<file path="src/hw/rtl/tpr_pkg.sv">
// tpr_pkg: shared constants, codes and state types of the tachometer rpm block
// no dependencies; compiled first

package tpr_pkg;

    localparam int TIME_WIDTH_DEF    = 40;
    localparam int RPM_FRAC_BITS_DEF = 8;

    localparam int EPR_W     = 8;
    localparam int TIMEOUT_W = 32;
    localparam int ALPHA_W   = 17;
    localparam int RPM_W     = 32;
    localparam int CFG_W     = 32;

    localparam logic [63:0] RPM_ONE_MINUTE_US = 64'd60000000;
    localparam logic [ALPHA_W-1:0] ALPHA_ONE  = 17'h10000;

    localparam logic [EPR_W-1:0]     EPR_RESET     = 8'd2;
    localparam logic [TIMEOUT_W-1:0] TIMEOUT_RESET = 32'd500000;
    localparam logic [ALPHA_W-1:0]   ALPHA_RESET   = 17'd16384;

    typedef enum logic [1:0] {
        REG_ENABLED,
        REG_EPR,
        REG_TIMEOUT_US,
        REG_EMA_ALPHA
    } tpr_reg_t;

    typedef enum logic {
        CMD_EDGE,
        CMD_UPDATE
    } tpr_cmd_t;

    typedef enum logic {
        STATUS_OK,
        STATUS_DISABLED
    } tpr_status_t;

    typedef enum logic [1:0] {
        ST_IDLE,
        ST_RATE,
        ST_EMA,
        ST_PUT
    } tpr_state_t;

    typedef enum logic [1:0] {
        RS_IDLE,
        RS_MUL,
        RS_DIV
    } tpr_rate_state_t;

    typedef enum logic {
        ES_IDLE,
        ES_RUN
    } tpr_ema_state_t;

endpackage

</file>
<file path="src/hw/rtl/tpr_if.sv">
// tpr_if: valid/ready channels for event items and result items
// depends on tpr_pkg for its widths

interface tpr_in_if #(
    parameter int TIME_WIDTH = tpr_pkg::TIME_WIDTH_DEF
);
    logic                  valid;
    logic                  ready;
    logic                  command;
    logic [TIME_WIDTH-1:0] timestamp_us;

    modport source (output valid, output command, output timestamp_us, input ready);
    modport sink   (input valid, input command, input timestamp_us, output ready);
endinterface

interface tpr_out_if;
    logic                     valid;
    logic                     ready;
    logic                     status;
    logic [tpr_pkg::RPM_W-1:0] rpm_filtered;
    logic [tpr_pkg::RPM_W-1:0] rpm_raw;
    logic                     stopped;

    modport source (output valid, output status, output rpm_filtered, output rpm_raw,
                    output stopped, input ready);
    modport sink   (input valid, input status, input rpm_filtered, input rpm_raw,
                    input stopped, output ready);
endinterface

</file>
<file path="src/hw/rtl/tacho_period_rpm_ema_unit.sv">
// tacho_period_rpm_ema_unit: top level, registers, edge bookkeeping, control
// and the result register; uses tpr_rate and tpr_ema, tpr_pkg and tpr_if
// an edge item is handled in ST_IDLE; an update item that is disabled or stopped
// goes straight to ST_PUT, a running one first passes through tpr_rate and tpr_ema
// (8 multiply steps, one divide step per quotient bit, 17 filter steps);
// the next item is taken once the result is registered in a free output register
// reset clears control and tachometer state and loads the register reset values

module tacho_period_rpm_ema_unit #(
    parameter int TIME_WIDTH    = tpr_pkg::TIME_WIDTH_DEF,
    parameter int RPM_FRAC_BITS = tpr_pkg::RPM_FRAC_BITS_DEF
) (
    input  logic                      clk,
    input  logic                      rst_n,
    tpr_in_if.sink                    events,
    tpr_out_if.source                 results,
    input  logic                      wr_en,
    input  tpr_pkg::tpr_reg_t         wr_index,
    input  logic [tpr_pkg::CFG_W-1:0] wr_data
);
    import tpr_pkg::*;

    tpr_state_t state_reg, state_next;

    // registers
    logic                 enabled_reg;
    logic [EPR_W-1:0]     epr_reg;
    logic [TIMEOUT_W-1:0] timeout_reg;
    logic [ALPHA_W-1:0]   alpha_reg;

    // tachometer state
    logic [TIME_WIDTH-1:0] last_edge_reg;
    logic [TIME_WIDTH-1:0] period_reg;
    logic                  seen_reg;
    logic                  since_reg;
    logic [RPM_W-1:0]      filt_reg;

    // pending result
    logic             res_status_reg;
    logic [RPM_W-1:0] res_inst_reg;
    logic             res_stop_reg;

    // output register
    logic             out_valid_reg;
    logic             out_status_reg;
    logic [RPM_W-1:0] out_filt_reg;
    logic [RPM_W-1:0] out_inst_reg;
    logic             out_stop_reg;

    logic [TIME_WIDTH-1:0] ts;
    logic [TIME_WIDTH-1:0] age;
    logic                  accept;
    logic                  is_edge;
    logic                  is_update;
    logic                  stop_cond;
    logic [RPM_W-1:0]      half;
    logic                  half_small;
    logic [RPM_W-1:0]      half_val;
    logic                  out_free;
    logic                  rate_start;
    logic                  rate_done;
    logic [RPM_W-1:0]      rate_raw;
    logic                  ema_start;
    logic                  ema_done;
    logic [RPM_W-1:0]      ema_result;

    assign ts         = events.timestamp_us;
    assign accept     = events.valid && (state_reg == ST_IDLE);
    assign is_edge    = accept && (events.command == CMD_EDGE);
    assign is_update  = accept && (events.command == CMD_UPDATE);
    assign age        = ts - last_edge_reg;
    assign stop_cond  = !seen_reg || (age > TIME_WIDTH'(timeout_reg)) || !since_reg;
    assign half       = {1'b0, filt_reg[RPM_W-1:1]};
    assign half_small = {1'b0, filt_reg[RPM_W-1:1], 1'b0} < ((RPM_W + 1)'(1) << RPM_FRAC_BITS);
    assign half_val   = half_small ? '0 : half;
    assign out_free   = !out_valid_reg || results.ready;

    tpr_rate #(
        .TIME_WIDTH    (TIME_WIDTH),
        .RPM_FRAC_BITS (RPM_FRAC_BITS)
    ) u_rate (
        .clk    (clk),
        .rst_n  (rst_n),
        .start  (rate_start),
        .epr    (epr_reg),
        .period (period_reg),
        .done   (rate_done),
        .raw    (rate_raw)
    );

    tpr_ema u_ema (
        .clk    (clk),
        .rst_n  (rst_n),
        .start  (ema_start),
        .alpha  (alpha_reg),
        .sample (rate_raw),
        .filt   (filt_reg),
        .done   (ema_done),
        .result (ema_result)
    );

    always_comb
    begin
        state_next = state_reg;
        rate_start = 1'b0;
        ema_start  = 1'b0;
        unique case (state_reg)
            ST_IDLE:
            begin
                if (is_update)
                begin
                    if (enabled_reg && !stop_cond)
                    begin
                        rate_start = 1'b1;
                        state_next = ST_RATE;
                    end
                    else
                        state_next = ST_PUT;
                end
            end
            ST_RATE:
            begin
                if (rate_done)
                begin
                    ema_start  = 1'b1;
                    state_next = ST_EMA;
                end
            end
            ST_EMA:
            begin
                if (ema_done)
                    state_next = ST_PUT;
            end
            ST_PUT:
            begin
                if (out_free)
                    state_next = ST_IDLE;
            end
            default: state_next = ST_IDLE;
        endcase
    end

    always_ff @(posedge clk or negedge rst_n)
    begin
        if (!rst_n)
        begin
            state_reg     <= ST_IDLE;
            enabled_reg   <= 1'b0;
            epr_reg       <= EPR_RESET;
            timeout_reg   <= TIMEOUT_RESET;
            alpha_reg     <= ALPHA_RESET;
            last_edge_reg <= '0;
            period_reg    <= '0;
            seen_reg      <= 1'b0;
            since_reg     <= 1'b0;
            filt_reg      <= '0;
            out_valid_reg <= 1'b0;
        end
        else
        begin
            state_reg <= state_next;

            if (wr_en)
            begin
                unique case (wr_index)
                    REG_ENABLED:    enabled_reg <= wr_data[0];
                    REG_EPR:        epr_reg     <= wr_data[EPR_W-1:0];
                    REG_TIMEOUT_US: timeout_reg <= wr_data[TIMEOUT_W-1:0];
                    REG_EMA_ALPHA:  alpha_reg   <= wr_data[ALPHA_W-1:0];
                    default: ;
                endcase
            end

            if (is_edge && enabled_reg)
            begin
                if (seen_reg)
                    period_reg <= ts - last_edge_reg;
                last_edge_reg <= ts;
                seen_reg      <= 1'b1;
                since_reg     <= 1'b1;
            end

            if (is_update && enabled_reg)
            begin
                since_reg <= 1'b0;
                if (stop_cond)
                    filt_reg <= half_val;
            end

            if (state_reg == ST_EMA && ema_done)
                filt_reg <= ema_result;

            if (state_reg == ST_PUT && out_free)
                out_valid_reg <= 1'b1;
            else if (results.ready)
                out_valid_reg <= 1'b0;
        end
    end

    always_ff @(posedge clk)
    begin
        if (is_update)
        begin
            res_status_reg <= enabled_reg ? STATUS_OK : STATUS_DISABLED;
            res_inst_reg   <= '0;
            res_stop_reg   <= enabled_reg && stop_cond;
        end
        if (state_reg == ST_RATE && rate_done)
            res_inst_reg <= rate_raw;

        if (state_reg == ST_PUT && out_free)
        begin
            out_status_reg <= res_status_reg;
            out_filt_reg   <= (res_status_reg == STATUS_DISABLED) ? '0 : filt_reg;
            out_inst_reg   <= res_inst_reg;
            out_stop_reg   <= res_stop_reg;
        end
    end

    assign events.ready         = state_reg == ST_IDLE;
    assign results.valid        = out_valid_reg;
    assign results.status       = out_status_reg;
    assign results.rpm_filtered = out_filt_reg;
    assign results.rpm_raw      = out_inst_reg;
    assign results.stopped      = out_stop_reg;

endmodule

</file>
<file path="src/hw/rtl/tpr_rate.sv">
// tpr_rate: bit-serial raw rpm unit, shift-add period * epr then
// restoring division of the scaled minute, one quotient bit per cycle
// depends on tpr_pkg

module tpr_rate #(
    parameter int TIME_WIDTH    = tpr_pkg::TIME_WIDTH_DEF,
    parameter int RPM_FRAC_BITS = tpr_pkg::RPM_FRAC_BITS_DEF
) (
    input  logic                        clk,
    input  logic                        rst_n,
    input  logic                        start,
    input  logic [tpr_pkg::EPR_W-1:0]   epr,
    input  logic [TIME_WIDTH-1:0]       period,
    output logic                        done,
    output logic [tpr_pkg::RPM_W-1:0]   raw
);
    import tpr_pkg::*;

    localparam logic [63:0] NUM_VAL = RPM_ONE_MINUTE_US << RPM_FRAC_BITS;
    localparam int NUM_W = $clog2(NUM_VAL + 64'd1);
    localparam int DEN_W = TIME_WIDTH + EPR_W;
    localparam int CMP_W = (DEN_W > NUM_W) ? DEN_W : NUM_W;
    localparam int STEPS = (NUM_W > EPR_W) ? NUM_W : EPR_W;
    localparam int CNT_W = $clog2(STEPS);

    tpr_rate_state_t state_reg, state_next;

    logic [CNT_W-1:0] cnt_reg;
    logic [DEN_W-1:0] mcand_reg;
    logic [EPR_W-1:0] mplier_reg;
    logic [DEN_W-1:0] den_reg;
    logic [NUM_W-1:0] num_reg;
    logic [NUM_W-2:0] rem_reg;
    logic [NUM_W-1:0] quo_reg;
    logic [RPM_W-1:0] raw_reg;
    logic             done_reg;

    logic [NUM_W-1:0] trial;
    logic [CMP_W-1:0] trial_ext;
    logic [CMP_W-1:0] den_ext;
    logic [CMP_W-1:0] diff;
    logic             ge;
    logic [NUM_W-1:0] quo_fin;
    logic             mul_last;
    logic             div_last;

    assign trial     = {rem_reg, num_reg[NUM_W-1]};
    assign trial_ext = CMP_W'(trial);
    assign den_ext   = CMP_W'(den_reg);
    assign ge        = trial_ext >= den_ext;
    assign diff      = trial_ext - den_ext;
    assign quo_fin   = {quo_reg[NUM_W-2:0], ge};
    assign mul_last  = cnt_reg == CNT_W'(EPR_W - 1);
    assign div_last  = cnt_reg == CNT_W'(NUM_W - 1);

    always_comb
    begin
        state_next = state_reg;
        unique case (state_reg)
            RS_IDLE:
            begin
                if (start)
                    state_next = RS_MUL;
            end
            RS_MUL:
            begin
                if (mul_last)
                    state_next = RS_DIV;
            end
            RS_DIV:
            begin
                if (div_last)
                    state_next = RS_IDLE;
            end
            default: state_next = RS_IDLE;
        endcase
    end

    always_ff @(posedge clk or negedge rst_n)
    begin
        if (!rst_n)
        begin
            state_reg <= RS_IDLE;
            cnt_reg   <= '0;
            done_reg  <= 1'b0;
        end
        else
        begin
            state_reg <= state_next;
            done_reg  <= (state_reg == RS_DIV) && div_last;
            if (state_reg == RS_IDLE)
                cnt_reg <= '0;
            else if (mul_last && state_reg == RS_MUL)
                cnt_reg <= '0;
            else
                cnt_reg <= cnt_reg + CNT_W'(1);
        end
    end

    always_ff @(posedge clk)
    begin
        unique case (state_reg)
            RS_IDLE:
            begin
                if (start)
                begin
                    mcand_reg  <= DEN_W'(period);
                    mplier_reg <= (epr == '0) ? EPR_W'(1) : epr;
                    den_reg    <= '0;
                    num_reg    <= NUM_W'(NUM_VAL);
                    rem_reg    <= '0;
                end
            end
            RS_MUL:
            begin
                if (mplier_reg[0])
                    den_reg <= den_reg + mcand_reg;
                mcand_reg  <= {mcand_reg[DEN_W-2:0], 1'b0};
                mplier_reg <= {1'b0, mplier_reg[EPR_W-1:1]};
            end
            RS_DIV:
            begin
                num_reg <= {num_reg[NUM_W-2:0], 1'b0};
                rem_reg <= ge ? diff[NUM_W-2:0] : trial[NUM_W-2:0];
                quo_reg <= quo_fin;
                if (div_last)
                begin
                    // zero period gives zero rpm, otherwise saturate
                    if (den_reg == '0)
                        raw_reg <= '0;
                    else if (64'(quo_fin) > 64'(32'hFFFF_FFFF))
                        raw_reg <= '1;
                    else
                        raw_reg <= RPM_W'(quo_fin);
                end
            end
            default: ;
        endcase
    end

    assign done = done_reg;
    assign raw  = raw_reg;

endmodule

</file>
<file path="src/hw/rtl/tpr_ema.sv">
// tpr_ema: bit-serial exponential moving average, alpha and its complement
// scanned one bit per cycle with a right-shifting accumulator, round to nearest
// depends on tpr_pkg

module tpr_ema (
    input  logic                          clk,
    input  logic                          rst_n,
    input  logic                          start,
    input  logic [tpr_pkg::ALPHA_W-1:0]   alpha,
    input  logic [tpr_pkg::RPM_W-1:0]     sample,
    input  logic [tpr_pkg::RPM_W-1:0]     filt,
    output logic                          done,
    output logic [tpr_pkg::RPM_W-1:0]     result
);
    import tpr_pkg::*;

    localparam int ACC_W = RPM_W + 1;
    localparam int SUM_W = RPM_W + 2;
    localparam int CNT_W = $clog2(ALPHA_W);
    localparam logic [ALPHA_W:0] HALF_LSB = (ALPHA_W + 1)'(ALPHA_ONE >> 1);

    tpr_ema_state_t state_reg, state_next;

    logic [CNT_W-1:0]   cnt_reg;
    logic [ALPHA_W-1:0] a_reg;
    logic [ALPHA_W-1:0] b_reg;
    logic [RPM_W-1:0]   sample_reg;
    logic [RPM_W-1:0]   filt_reg;
    logic [ACC_W-1:0]   acc_reg;
    logic [ALPHA_W-1:0] lo_reg;
    logic [RPM_W-1:0]   result_reg;
    logic               done_reg;

    logic [ALPHA_W-1:0] a_clamp;
    logic [SUM_W-1:0]   sum;
    logic [ACC_W-1:0]   acc_fin;
    logic [ALPHA_W-1:0] lo_fin;
    logic [ALPHA_W:0]   rnd;
    logic [SUM_W-1:0]   total;
    logic               last;

    assign a_clamp = (alpha > ALPHA_ONE) ? ALPHA_ONE : alpha;
    assign sum     = SUM_W'(acc_reg)
                   + (a_reg[0] ? SUM_W'(sample_reg) : '0)
                   + (b_reg[0] ? SUM_W'(filt_reg) : '0);
    assign acc_fin = sum[SUM_W-1:1];
    assign lo_fin  = {sum[0], lo_reg[ALPHA_W-1:1]};
    assign rnd     = (ALPHA_W + 1)'(lo_fin) + HALF_LSB;
    assign total   = {acc_fin, 1'b0} + SUM_W'(rnd[ALPHA_W:ALPHA_W-1]);
    assign last    = cnt_reg == CNT_W'(ALPHA_W - 1);

    always_comb
    begin
        state_next = state_reg;
        unique case (state_reg)
            ES_IDLE:
            begin
                if (start)
                    state_next = ES_RUN;
            end
            ES_RUN:
            begin
                if (last)
                    state_next = ES_IDLE;
            end
            default: state_next = ES_IDLE;
        endcase
    end

    always_ff @(posedge clk or negedge rst_n)
    begin
        if (!rst_n)
        begin
            state_reg <= ES_IDLE;
            cnt_reg   <= '0;
            done_reg  <= 1'b0;
        end
        else
        begin
            state_reg <= state_next;
            done_reg  <= (state_reg == ES_RUN) && last;
            if (state_reg == ES_RUN)
                cnt_reg <= cnt_reg + CNT_W'(1);
            else
                cnt_reg <= '0;
        end
    end

    always_ff @(posedge clk)
    begin
        if (state_reg == ES_IDLE)
        begin
            if (start)
            begin
                a_reg      <= a_clamp;
                b_reg      <= ALPHA_ONE - a_clamp;
                sample_reg <= sample;
                filt_reg   <= filt;
                acc_reg    <= '0;
                lo_reg     <= '0;
            end
        end
        else
        begin
            a_reg   <= {1'b0, a_reg[ALPHA_W-1:1]};
            b_reg   <= {1'b0, b_reg[ALPHA_W-1:1]};
            acc_reg <= acc_fin;
            lo_reg  <= lo_fin;
            if (last)
                result_reg <= (total[SUM_W-1:RPM_W] != '0) ? '1 : total[RPM_W-1:0];
        end
    end

    assign done   = done_reg;
    assign result = result_reg;

endmodule
</file>
<file path="src/flat_wrapper.sv">
// flat-port wrapper written by rule: the top's interface ports become plain ports
module tacho_period_rpm_ema_unit_flat import tpr_pkg::*;
#(
    parameter int TIME_WIDTH    = tpr_pkg::TIME_WIDTH_DEF,
    parameter int RPM_FRAC_BITS = tpr_pkg::RPM_FRAC_BITS_DEF
)
  (clk, rst_n, wr_en, wr_index, wr_data, events_valid, events_command, events_timestamp_us, events_ready, results_valid, results_status, results_rpm_filtered, results_rpm_raw, results_stopped, results_ready);
  tpr_in_if #(.TIME_WIDTH(TIME_WIDTH)) events_i ();
  tpr_out_if results_i ();
  input  logic clk;
  input  logic rst_n;
  input  logic wr_en;
  input  tpr_pkg::tpr_reg_t wr_index;
  input  logic [tpr_pkg::CFG_W-1:0] wr_data;
  input wire logic [$bits(events_i.valid)-1:0] events_valid;
  input wire logic [$bits(events_i.command)-1:0] events_command;
  input wire logic [$bits(events_i.timestamp_us)-1:0] events_timestamp_us;
  output wire logic [$bits(events_i.ready)-1:0] events_ready;
  output wire logic [$bits(results_i.valid)-1:0] results_valid;
  output wire logic [$bits(results_i.status)-1:0] results_status;
  output wire logic [$bits(results_i.rpm_filtered)-1:0] results_rpm_filtered;
  output wire logic [$bits(results_i.rpm_raw)-1:0] results_rpm_raw;
  output wire logic [$bits(results_i.stopped)-1:0] results_stopped;
  input wire logic [$bits(results_i.ready)-1:0] results_ready;
  assign events_i.valid = events_valid;
  assign events_i.command = events_command;
  assign events_i.timestamp_us = events_timestamp_us;
  assign events_ready = events_i.ready;
  assign results_valid = results_i.valid;
  assign results_status = results_i.status;
  assign results_rpm_filtered = results_i.rpm_filtered;
  assign results_rpm_raw = results_i.rpm_raw;
  assign results_stopped = results_i.stopped;
  assign results_i.ready = results_ready;
  tacho_period_rpm_ema_unit #(.TIME_WIDTH(TIME_WIDTH), .RPM_FRAC_BITS(RPM_FRAC_BITS)) u_core (.clk(clk), .rst_n(rst_n), .events(events_i), .results(results_i), .wr_en(wr_en), .wr_index(wr_index), .wr_data(wr_data));
endmodule
</file>
<file path="config.mk">
export PLATFORM = sky130hd
export DESIGN_NAME = tacho_period_rpm_ema_unit_flat
export DESIGN_NICKNAME = d
export VERILOG_FILES = /design/src/hw/rtl/tpr_pkg.sv /design/src/hw/rtl/tpr_if.sv /design/src/hw/rtl/tacho_period_rpm_ema_unit.sv /design/src/hw/rtl/tpr_rate.sv /design/src/hw/rtl/tpr_ema.sv /design/src/flat_wrapper.sv
export SDC_FILE = /design/constraint.sdc
export NUM_CORES = 1
export LEC_CHECK = 0
export BUFFER_PORTS_ARGS = -buffer_cell sky130_fd_sc_hd__buf_2
export CAP_MARGIN = 20
export CELL_PAD_IN_SITES_DETAIL_PLACEMENT = 1
export CELL_PAD_IN_SITES_GLOBAL_PLACEMENT = 2
export CORE_MARGIN = 10
export CORE_UTILIZATION = 45
export DETAILED_ROUTE_END_ITERATION = 8
export HOLD_SLACK_MARGIN = 0.1
export MAX_ROUTING_LAYER = met4
export PLACE_DENSITY = 0.95
export SLEW_MARGIN = 20
export SYNTH_ARGS = -nofsm -noshare
export SYNTH_HDL_FRONTEND = slang
export SYNTH_SLANG_ARGS = --single-unit
</file>
<file path="constraint.sdc">
create_clock -name clk -period 24.7 [get_ports clk]
set_input_delay 3.705 -clock clk [delete_from_list [all_inputs] [get_ports clk]]
set_output_delay 3.705 -clock clk [all_outputs]
set_load 0.05 [all_outputs]
</file>
==> results.cfg <==
[pwr]
p_leak_nw = 16.9
ir_drop_uv = 73.1
total_power_w = 0.00408
powerDensity_nw_per_um2 = 98.7

[run]
drv_cap = 0

[sta]
setup_viol = 0
finalWorstSetupSlack_ps = 14140
worst_slew_pin_slew_ps = 1030
hold_viol = 0
clock_skew_ps = 29.6
timing.fmax_mhz = 94.7
period_share_pct = 42.8
post-route-min-period_ps = 10560
final-max-slew-violation-count = 0
rsz0062_at_grt = false
setup-tns-final_ps = 0
slew_headroom_pct = 31.3

[hold_path]
hold_path.class = reg2reg
min_to = u_core.results.rpm_raw[5]
hold_start = u_core.res_inst_reg[5]
min_path_cells = 0

[floorplan]
die_h_um = 306
start_util_pct = 45.6
die_area_um2 = 93900
core_area_um2 = 80900
ioPinCount = 148
rows = 104
dieWidth_um = 306

[placement]
dp_cells = 4541
place_congestion = 0.884
portBuffers = 147
post-dp-hpwl_um = 75300
place_ws_ps = 13590

[logic_synthesis]
ys_types = 103
synth-seq-cells = 675
ys_seq_area_share_pct = 52.3
syn_area_um2 = 36900
syn_area_per_cell_um2 = 10.7
yosys_warnings = 0
synth_largest_type_area_fraction_pct = 39.2
syn_inst = 3435
yosys_most_used_dff = edfxtp_1
syn_nets = 3747
synthArstFlopShare_pct = 28.3
synth_edf_count = 482
netlist_top_cells_area = edfxtp_1 39%, dfrtp_1 12%, ha_1 6.6%
yosysTopAreaCell = edfxtp_1
synth.most_common_cell = edfxtp_1
synth.top_cells.by_count = 482 x edfxtp_1, 417 x nand2_1, 262 x inv_1, 261 x nor2_1, 196 x ha_1

[grt]
grt_pass1_vias = 28982
grt_pass1_wl_um = 165000
grt_antenna_before_repair = 4
grt_usage_pct = 22.6
grt_max_degree = 93
gr-total-overflow = 0

[finish]
stdcell_count = 4681
nets = 3870
drive_above_1_share_pct = 13.2
fillers = 8808
syn_to_final_growth_pct = 11.8
utilization_pct = 51.0

[clock_tree]
cts_sinks = 675
clock_latency_ps = 640
clockBufferDepth = 3
cts_buffers = 75
cts.reportedPaths.clkPinSlew_ps = 60
cts_tree = built
cts_setup_buffers = 0
cts_hold_buf = 0
cts_resized = 0
h-tree-depth = 3
root_buffer = clkbuf_16

[drt]
via_per_inst = 5.69
firstDrtPassIters = 6
drc = 0
ant_nets = 0
drtIter0Drc = 1628
wirelength_um = 104000
avgRoutedWirePerCell_um = 22.3
vias = 26618

[status]
status = finished clean

[critical_path]
path_class = in2reg
crit_family = compound AO/OA/AOI/OAI gates
crit_chain = buf_2 -> ha_1 -> and4_1 -> nor2b_1 -> a2111o_1 -> a31oi_1 -> o21ai_0 -> a21oi_1 -> nor3_1 -> nor2_1 -> xnor2_1 -> ha_1 -> a21oi_1 -> o21ai_0 -> a221o_1 -> nor4_1 -> o211ai_1 -> a2111oi_0 -> nand3_1 -> nor3_1 -> nand3_1 -> o31ai_4 -> buf_4
r2r-end = u_core.u_rate.den_ext[44]
r2r_slack_ps = 16960
cp-end-kind = register
reg2reg_depth = 23
cp-start-kind = primary input
cp_slowest_cell = nor3_1
crit_required_ps = 24950
crit_arrival_ps = 10820
critPathMaxStageDelay_ps = 680
critPathBufInv = 2
cp_max_fo = 42
r2r-start = u_core.last_edge_reg[10]
how the worst max path moves through the flow:
| stage | slack [ps] | to | from | cells past startpoint |
|---|---|---|---|---|
| 2_1_floorplan | 12530 | u_core.u_rate.den_ext[0] | events_timestamp_us[9] | 22 |
| 3_3_place_gp | 13830 | u_core.u_rate.den_ext[44] | events_timestamp_us[9] | 23 |
| 3_5_place_dp | 13590 | u_core.u_rate.den_ext[44] | events_timestamp_us[9] | 23 |
| 4_1_cts | 14180 | u_core.u_rate.den_ext[44] | events_timestamp_us[10] | 23 |
| 5_1_grt | 13560 | u_core.u_rate.den_ext[45] | events_timestamp_us[10] | 24 |
| 6_report | 14140 | u_core.u_rate.den_ext[44] | events_timestamp_us[10] | 23 |
layout make-up:
cell class | instances | area, µm² | share of cell area, %
clock inverter | 36 | 467 | 1.13
tap | 1060 | 1330 | 3.21
antenna | 2 | 5.00 | 0.0121
timing repair buffer | 177 | 970 | 2.35
clock buffer | 102 | 2070 | 5.01
multi-input combinational | 2367 | 16200 | 39.1
inverter | 262 | 983 | 2.38
sequential | 675 | 19300 | 46.8
routing by layer:
metal  global-route usage [%]  vias to the layer above  part of all wire [%]  routed length (µm)
met1                     26.0                    13419                    41               43100
met2                     40.0                      508                    52               54000
li1                         -                    12507                     -                   -
met3                     2.83                      184                   3.4                3520
met5                        -                        -                     0                   0
met4                     8.49                        0                   3.7                3870
cells by family (layout without fill, tap and decap cells):
logic type,after synthesis,after routing,share of synthesized area (%)
adder cells (fa/ha/maj),232,232,8.59
other,0,2,0
buffers and inverters,393,577,4.22
AO/OA/AOI/OAI,692,692,12.5
AND/OR/NAND/NOR,1168,1168,15.1
multiplexers,121,121,3.61
XOR/XNOR,154,154,3.71
flip-flops,675,675,52.3
where the power goes:
| group | total [W] | switching, W | internal, W |
|---|---|---|---|
| Sequential | 0.00138 | 0.0000284 | 0.00135 |
| Combinational | 0.00154 | 0.000995 | 0.000545 |
| Clock | 0.00116 | 0.000482 | 0.000678 |
through the flow:
step                hold WS (ps)  cell area [µm²]
finish                       401            41300
global route                 402            41300
CTS                          398            41300
detailed placement           406            38700
global placement             403            38700
floorplan                    400            36900
worst reg2reg max path, cell delays in order (launching register included):
cell and delay (ps):
dfrtp_1 350, inv_1 100, ha_1 320, and4_1 280, nor2b_1 150, a2111o_1 380
a31oi_1 430, o21ai_0 310, a21oi_1 290, nor3_1 110, nor2_1 160, xnor2_1 170
ha_1 290, a21oi_1 140, o21ai_0 100, a221o_1 400, nor4_1 300, o211ai_1 160
a2111oi_0 420, nand3_1 220, nor3_1 680, nand3_1 500, o31ai_4 510, buf_4 570
layout by cell type, fill, tap and decap left out, drive strengths merged, types with 57 or more instances in the layout:
cell type	count
and3	67
nor2	261
a21oi	172
o21a	64
a21o	70
clkbuf	103
xnor2	97
ha	196
xor2	57
edfxtp	482
dfrtp	182
mux2	94
nand3	58
o21ai	162
inv	266
buf	176
nor3	78
nand2	437
(Power assumes the default switching activity.)
